$ cat config.mk
export PLATFORM = sky130hd
export DESIGN_NAME = button_click_hold_classifier
export DESIGN_NICKNAME = d
export VERILOG_FILES = /design/src/sv/bcc_pkg.sv /design/src/sv/button_click_hold_classifier.sv
export SDC_FILE = /design/constraint.sdc
export NUM_CORES = 1
export LEC_CHECK = 0
export ABC_AREA = 1
export BUFFER_PORTS_ARGS = -buffer_cell sky130_fd_sc_hd__buf_2
export CELL_PAD_IN_SITES_DETAIL_PLACEMENT = 0
export CELL_PAD_IN_SITES_GLOBAL_PLACEMENT = 2
export CORE_AREA = 2 2 111 113
export CTS_CLUSTER_DIAMETER = 120
export DETAILED_ROUTE_END_ITERATION = 10
export DIE_AREA = 0 0 113 115
export GPL_ROUTABILITY_DRIVEN = 0
export GPL_TIMING_DRIVEN = 0
export HOLD_SLACK_MARGIN = 0.02
export PLACE_DENSITY_LB_ADDON = 0.1
export RECOVER_POWER = 25
export SLEW_MARGIN = 20
export SYNTH_ARGS = -nofsm -noshare
export SYNTH_HDL_FRONTEND = slang
export SYNTH_SLANG_ARGS = --single-unit
$ cat constraint.sdc
create_clock -name clk_i -period 2.6 [get_ports clk_i]
set_input_delay 0.78 -clock clk_i [delete_from_list [all_inputs] [get_ports clk_i]]
set_output_delay 0.78 -clock clk_i [all_outputs]
set_load 0.02 [all_outputs]
$ cat src/sv/bcc_pkg.sv
`timescale 1ns / 1ps
// bcc_pkg: codes and reset values for the button click / hold classifier
// no dependencies; imported by button_click_hold_classifier

package bcc_pkg;

  // event kinds on the input stream
  localparam logic [1:0] EV_PRESS   = 2'd0;
  localparam logic [1:0] EV_RELEASE = 2'd1;
  localparam logic [1:0] EV_TICK    = 2'd2;

  // gesture codes on the output stream
  localparam logic [1:0] G_NONE   = 2'd0;
  localparam logic [1:0] G_SINGLE = 2'd1;
  localparam logic [1:0] G_DOUBLE = 2'd2;
  localparam logic [1:0] G_HOLD   = 2'd3;

  // phase codes
  localparam logic [2:0] PH_IDLE   = 3'd0;
  localparam logic [2:0] PH_FIRST  = 3'd1;
  localparam logic [2:0] PH_WINDOW = 3'd2;
  localparam logic [2:0] PH_SECOND = 3'd3;
  localparam logic [2:0] PH_HOLD   = 3'd4;

  // register indexes and reset values
  localparam logic REG_HOLD   = 1'b0;
  localparam logic REG_WINDOW = 1'b1;
  localparam logic [15:0] HOLD_TICKS_RST   = 16'd2000;
  localparam logic [15:0] WINDOW_TICKS_RST = 16'd1000;

  typedef struct packed {
    logic       unexpected;
    logic [1:0] gesture;
  } bcc_result_t;

endpackage

$ cat src/sv/button_click_hold_classifier.sv
`timescale 1ns / 1ps
// button_click_hold_classifier: top level, phase register, countdown and output skid
// depends on bcc_pkg
//
// Usage: button events (press, release, tick) enter on the s_axis stream,
// one item per handshake, the kind in s_axis_tdata[1:0]. Each accepted item
// gives exactly one result item on the m_axis stream: gesture code and the
// unexpected flag. hold_ticks (byte address 0) and double_window_ticks
// (byte address 4) are to be written over the APB port only while the block
// is idle; the block itself does not enforce this. Throughput: one item per
// cycle while s_axis_tready is high; phase and countdown update in the accept
// cycle through one decrement and a small phase decode. Results are held in
// an output register plus a one-entry skid stage, which part the two sides:
// while the receiver stalls, one more item is taken into the skid stage,
// then s_axis_tready drops until the output register drains.
// Reset: phase idle, timer stopped, registers at 2000 and 1000 ticks,
// both result stages empty. No clearing pass.

module button_click_hold_classifier #(
  parameter int TIMER_BITS = 16
) (
  input  logic        clk_i,
  input  logic        rst_ni,
  // input stream
  input  logic        s_axis_tvalid,
  output logic        s_axis_tready,
  input  logic [7:0]  s_axis_tdata,   // [1:0] event_kind, [7:2] zero
  // result stream
  output logic        m_axis_tvalid,
  input  logic        m_axis_tready,
  output logic [7:0]  m_axis_tdata,   // [1:0] gesture, [2] unexpected, [7:3] zero
  // configuration
  input  logic        psel,
  input  logic        penable,
  input  logic        pwrite,
  input  logic [2:0]  paddr,
  input  logic [31:0] pwdata,
  output logic [31:0] prdata,
  output logic        pready
);
  import bcc_pkg::*;

  localparam logic [32:0] TimerMax = (33'd1 << TIMER_BITS) - 33'd1;

  logic [15:0]           hold_ticks_q, window_ticks_q;
  logic [2:0]            phase_q, phase_d;
  logic [TIMER_BITS-1:0] count_q, count_d, count_dec;
  logic                  out_valid_q, skid_valid_q;
  bcc_result_t           out_q, skid_q, res;
  logic                  push, pop, cfg_wr;
  logic [1:0]            ev;

  function automatic logic [TIMER_BITS-1:0] arm_load(input logic [15:0] ticks);
    logic [32:0] w;
    w = {17'd0, ticks};
    if (w == 33'd0) w = 33'd1;
    if (w > TimerMax) w = TimerMax;
    return w[TIMER_BITS-1:0];
  endfunction

  // configuration port
  assign pready = 1'b1;
  assign cfg_wr = psel & penable & pwrite & pready;
  assign prdata = (paddr[2] == REG_WINDOW) ? {16'd0, window_ticks_q} : {16'd0, hold_ticks_q};

  always_ff @(posedge clk_i or negedge rst_ni) begin
    if (!rst_ni) begin
      hold_ticks_q   <= HOLD_TICKS_RST;
      window_ticks_q <= WINDOW_TICKS_RST;
    end else if (cfg_wr) begin
      if (paddr[2] == REG_HOLD) hold_ticks_q <= pwdata[15:0];
      else window_ticks_q <= pwdata[15:0];
    end
  end

  // classification of one item
  assign ev        = s_axis_tdata[1:0];
  assign count_dec = count_q - TIMER_BITS'(1);

  always_comb begin
    phase_d        = phase_q;
    count_d        = count_q;
    res.gesture    = G_NONE;
    res.unexpected = 1'b0;
    unique case (ev)
      EV_TICK: begin
        if (count_q != '0) begin
          count_d = count_dec;
          if (count_dec == '0) begin
            // one-shot timeout
            priority if (phase_q == PH_WINDOW) begin
              phase_d = PH_IDLE;
            end else if (phase_q == PH_FIRST || phase_q == PH_SECOND) begin
              res.gesture = G_HOLD;
              phase_d     = PH_HOLD;
            end else begin
              res.unexpected = 1'b1;
            end
          end
        end
      end
      EV_PRESS: begin
        priority if (phase_q == PH_IDLE) begin
          phase_d = PH_FIRST;
          count_d = arm_load(hold_ticks_q);
        end else if (phase_q == PH_WINDOW) begin
          phase_d = PH_SECOND;
          count_d = arm_load(hold_ticks_q);
        end else if (phase_q == PH_SECOND) begin
          // bounce while second press is down
        end else begin
          res.unexpected = 1'b1;
        end
      end
      EV_RELEASE: begin
        priority if (phase_q == PH_IDLE) begin
          // button may have been down at reset
        end else if (phase_q == PH_FIRST) begin
          res.gesture = G_SINGLE;
          phase_d     = PH_WINDOW;
          count_d     = arm_load(window_ticks_q);
        end else if (phase_q == PH_HOLD) begin
          count_d = '0;
          phase_d = PH_IDLE;
        end else if (phase_q == PH_SECOND) begin
          count_d     = '0;
          res.gesture = G_DOUBLE;
          phase_d     = PH_IDLE;
        end else begin
          res.unexpected = 1'b1;
        end
      end
      default: res.unexpected = 1'b1;
    endcase
  end

  assign s_axis_tready = ~skid_valid_q;
  assign push          = s_axis_tvalid & s_axis_tready;
  assign pop           = out_valid_q & m_axis_tready;

  always_ff @(posedge clk_i or negedge rst_ni) begin
    if (!rst_ni) begin
      phase_q <= PH_IDLE;
      count_q <= '0;
    end else if (push) begin
      phase_q <= phase_d;
      count_q <= count_d;
    end
  end

  // output register and skid stage
  always_ff @(posedge clk_i or negedge rst_ni) begin
    if (!rst_ni) begin
      out_valid_q  <= 1'b0;
      skid_valid_q <= 1'b0;
    end else if (!out_valid_q || pop) begin
      if (skid_valid_q) begin
        out_valid_q  <= 1'b1;
        skid_valid_q <= push;
      end else begin
        out_valid_q <= push;
      end
    end else if (push) begin
      skid_valid_q <= 1'b1;
    end
  end

  always_ff @(posedge clk_i) begin
    if (!out_valid_q || pop) begin
      if (skid_valid_q) begin
        out_q <= skid_q;
        if (push) skid_q <= res;
      end else if (push) begin
        out_q <= res;
      end
    end else if (push) begin
      skid_q <= res;
    end
  end

  assign m_axis_tvalid = out_valid_q;
  assign m_axis_tdata  = {5'd0, out_q};

`ifndef SYNTHESIS
  a_skid_behind_out: assert property (@(posedge clk_i) disable iff (!rst_ni)
    skid_valid_q |-> out_valid_q)
    else $error("skid stage full while output register empty");

  a_idle_timer_stopped: assert property (@(posedge clk_i) disable iff (!rst_ni)
    (phase_q == PH_IDLE || phase_q == PH_HOLD) |-> (count_q == '0))
    else $error("timer running in idle or holding phase");

  a_armed_timer_running: assert property (@(posedge clk_i) disable iff (!rst_ni)
    (phase_q == PH_FIRST || phase_q == PH_WINDOW || phase_q == PH_SECOND)
      |-> (count_q != '0))
    else $error("timer stopped in a timed phase");
`endif

endmodule
* After elaboration in Yosys (flattened, before gate mapping)
Cells that the tools add are included.
** Storage, ports and cells
- Logic and storage cells :: 107
- Flip-flop bits (word level) :: 59
- Output and inout port bits :: 43
- Input bits :: 50
** Operators by class
- Order comparisons :: 3
- Reductions and logical operators :: 17
- Equality and inequality tests :: 13
- $add $sub $neg :: 1
- Bitwise logic cells :: 6
- Muxes and demuxes :: 57
** Operators by type and width (count)
- 33-bit 2-to-1 mux :: 8
- 16-bit 2-to-1 mux :: 13
- 33-bit by 16-bit greater-than comparator with 1-bit output (second input constant) :: 3
- 3-bit 2-to-1 mux :: 20
- 16-bit zero test :: 3
- 16-bit one-hot mux with 3 select lines :: 1
- 16-bit nonzero test :: 1
- 16-bit by 1-bit subtractor with 16-bit output (second input constant) :: 1
- 1-bit 2-to-1 mux :: 9
- 3-bit one-hot mux with 3 select lines :: 1
- 2-bit != test (second input constant) :: 4
- 8-bit AND reduction :: 1
- 3-bit by 2-bit == test with 1-bit output (second input constant) :: 2
- 2-bit 2-to-1 mux :: 3
- 3-bit != test (second input constant) :: 2
- 2-bit AND reduction :: 3
- 6-bit AND reduction :: 1
- 1-bit bitwise AND :: 4
- 4-bit != test (second input constant) :: 1
- 2-bit one-hot mux with 2 select lines :: 1
- 2-bit nonzero test :: 2
- 3-bit by 1-bit == test with 1-bit output (second input constant) :: 1
- 3-bit == test (second input constant) :: 1
- 3-bit zero test :: 1
- 8 further kinds :: 10

* Longest topological paths before layout
- Depth in word-level cells :: 10
- Depth in mapped cells :: 15
- Depth with buffers taken out :: 15

* Worst setup path before layout
No wires, ideal clock.
- Kind :: in2out
- Start point :: input paddr[2]
- End point :: output prdata[1]
- Stages on the path :: 3
- Arrival :: 1627 ps
- Data required time :: 1820 ps
- Buffers on the path :: 1
- Setup slack :: 193 ps
- Path through :: clkbuf_1 -> inv_1 -> o21ai_0
** On the way
- Cells in the longest elaborated chain, start to end :: 1
** RTL lines
- start, declared :: line button_click_hold_classifier.sv:36 : input logic [2:0] paddr,
- 16-bit 2-to-1 mux :: line button_click_hold_classifier.sv:64 : assign prdata = (paddr[2] == REG_WINDOW) ? {16'd0, window_ticks_q} : {16'd0, hold_ticks_q};
- end, declared :: line button_click_hold_classifier.sv:38 : output logic [31:0] prdata,
No other way between the ends.

* Worst setup path after layout
- Start point :: input paddr[2]
- End point :: output prdata[13]
The elaborated chain is that of the path after synthesis.

==> results.toml <==
[floorplan]
rows = 40
pin_count = 93
die_h_um = 115
initial_core_util_pct = 31.3
core_mm2 = 0.0118
die_w_um = 113
dieArea_mm2 = 0.0130

[clock_network]
cts.sinks = 59
cts_setup_buffers = 0
tritoncts = "yes"
clockBufferDepth = 2
clk_pin_slew_ns = 0.05
cts_root_buffer = "clkbuf_16"
hold_buffers = 0
numCtsBuffers = 9
h-tree-depth = 3
clock_latency_ns = 0.34

[timing]
fin_skew_ns = 0.00452
finalSetupViolCount = 0
hold_violations = 0
fin_setup_tns_ns = 0
fmax_ghz = 0.409
worst_pin_slew_ns = 1.45
slew_violations = 0
finalCritPeriodShare_pct = 93.9
min_period_ns = 2.44
relSlewSlack_pct = 3.30
rsz0062_at_grt = "no"

[synthesis]
synth_cell_types = 38
synth_cells = 509
synth_area_mm2 = 0.00369
synth-adder-area-share_pct = 2.03
synth-edff-count = 6
ys_seq_area_share_pct = 41.2
syn_avg_cell_area_um2 = 7.25
synth_compound_area_share_pct = 14.8
synth-xor-area-share_pct = 0.474
async_flop_share_pct = 89.8
ys_warn_count = 0
synthMuxAreaShare_pct = 0
synth-simple-area-share_pct = 27.8
ys.flop_type = "dfrtp_1"
ys_ff_latch = 59
synth_top_family_by_area = "simple AND/OR/NAND/NOR gates"

[grt]
track_usage_pct = 17.9
antenna_found_initial = 0
grt_pass1_wl_um = 17600
overflow = 0
grt_pass1_vias = 3317
grt_max_degree = 54

[critical_path]
cp_num_buf_inv = 3
r2r-start = "count_q[0]"
worst-endpoint-required_ns = 1.82
cp-end-kind = "output pin"
critPathSlowestCell = "o21ai_0"
path_cells = "clkbuf_2 > clkbuf_2 > o21ai_0 > buf_2"
crit_path_frequent_cell = "clkbuf_2"
start_kind = "primary input"
critPathTopFamily = "buffers and inverters"
cp_max_fo = 10
crit_path_max_incr_delay_ns = 0.27
critPathArrivalTime_ns = 1.66
worstSetupPathType = "in -> out"
crit_path_start = "paddr[2]"

[status]
violations = "DRC"
status = "complete, but fails checks"

[place]
dpl.hpwl_um = 8200
port_buffers = 45
dpl_cell_area_mm2 = 0.00418
placedCellCount = 721

[hold_path]
hold_path.class = "reg -> reg"
hp-start = "hold_ticks_q[10]"

[final_layout]
fin_nets = 640
layout.cells.non_filler = 736
antennaDiodeCount = 0
area_growth_pct = 22.0
layout_commonest_cell = "nand2_1"
final_cell_mix = "137 x nand2_1, 76 x o21ai_0, 68 x inv_1"
final_area_mm2 = 0.00451
drive_gt1_share_pct = 21.4

[power]
leakage_uw = 0.00228
p_total_uw = 4450
p_per_area_mw_per_mm2 = 987
peakVddDrop_mv = 0.410

[routing]
drc = 3
wl_per_cell_um = 14.7
drt_pass1_iterations = 7
wl_um = 10800
drt_iter0_drc = 148
drt-vias-per-instance = 4.55
vias = 3349
antenna_left = 0

[flow_run]
maxCapViolCount = 0
==> power breakdown <==
group | internal (uW) | switching, uW | total, uW
logic | 546 | 1090 | 1640
clock network | 889 | 447 | 1340
registers | 1200 | 274 | 1480
==> repair_timing <==
item / CTS / global route
resized for setup: 3 / 0
endpoints found under the setup margin: 15 / 1
gates cloned: 0 / 0
==> final timing paths <==
kind / endpoint / slack, ns / cells after the start
max in group asynchronous: hold_ticks_q[2] / 0.94 / 1
hold reg to reg: hold_ticks_q[10] / 0.50 / 2
hold / removal: hold_ticks_q[10] / 0.50 / 2
min in group asynchronous: count_q[11] / 0.78 / 1
setup / recovery: prdata[13] / 0.16 / 4
setup reg to reg: skid_q[1] / 0.39 / 12
==> flip-flops by register name, summed over array words and instances, names as in the netlist <==
| signal | flops |
|---|---|
| skid_valid_q | 1 |
| phase_q | 3 |
| window_ticks_q | 16 |
| count_q | 16 |
| m_axis_tdata | 3 |
| hold_ticks_q | 16 |
| m_axis_tvalid | 1 |
| skid_q | 3 |
==> synth_stat cells, drive strengths merged (3+ instances only) <==
cell type | count | area (um2)
inv | 71 | 267
buf | 27 | 189
o221ai | 3 | 26.3
a31oi | 3 | 18.8
dfrtp | 41 | 1030
nor2 | 44 | 205
nand2 | 145 | 574
nand4 | 3 | 18.8
nor4 | 9 | 56.3
dfstp | 12 | 315
o21ai | 80 | 404
edfxtp | 6 | 180
clkbuf | 10 | 37.5
ha | 6 | 75.1
a21oi | 10 | 50.1
nand3 | 23 | 140
==> through the flow <==
stage / hold slack [ns] / util (%) / setup WS (ns)
floorplan: 0.463 / - / 0.193
global route: 0.518 / 38.1 / 0.106
CTS: 0.501 / 38.2 / 0.144
finish: 0.501 / 38.1 / 0.158
global placement: 0.491 / 35.4 / -0.171
detailed placement: 0.492 / 35.4 / -0.141
==> metal layers <==
| metal | track usage, % | share of wire (%) | vias to the layer above |
|---|---|---|---|
| li1 | - | - | 1749 |
| met1 | 24.3 | 48 | 1523 |
| met2 | 28.2 | 46 | 65 |
| met3 | 4.32 | 4.3 | 12 |
| met4 | 6.18 | 1.5 | 0 |
| met5 | 0 | 0 | - |
==> cell families (layout without fill, tap and decap cells) <==
logic type,after synthesis,after routing
simple gates,229,229
buf+inv,109,169
compound gates,102,102
flops,59,59
fa+ha+maj,6,6
other cells,2,22
xor+xnor,2,2
==> layout make-up <==
| class | instances | area, um2 |
|---|---|---|
| Sequential cell | 59 | 1520 |
| Inverter | 72 | 270 |
| Timing Repair Buffer | 45 | 225 |
| Fill cell | 1330 | 7310 |
| Multi-Input combinational cell | 361 | 1750 |
| Buffer | 36 | 226 |
| Clock inverter | 4 | 72.6 |
| Tap cell | 147 | 184 |
| Clock buffer | 12 | 256 |
==> tightest hold or removal path, cell delays in order, from the launching register on <==
cell and delay (ns):
dfstp_2 0.37, nand2_1 0.05, o21ai_0 0.07
Power figures use the tool's default switching activity.
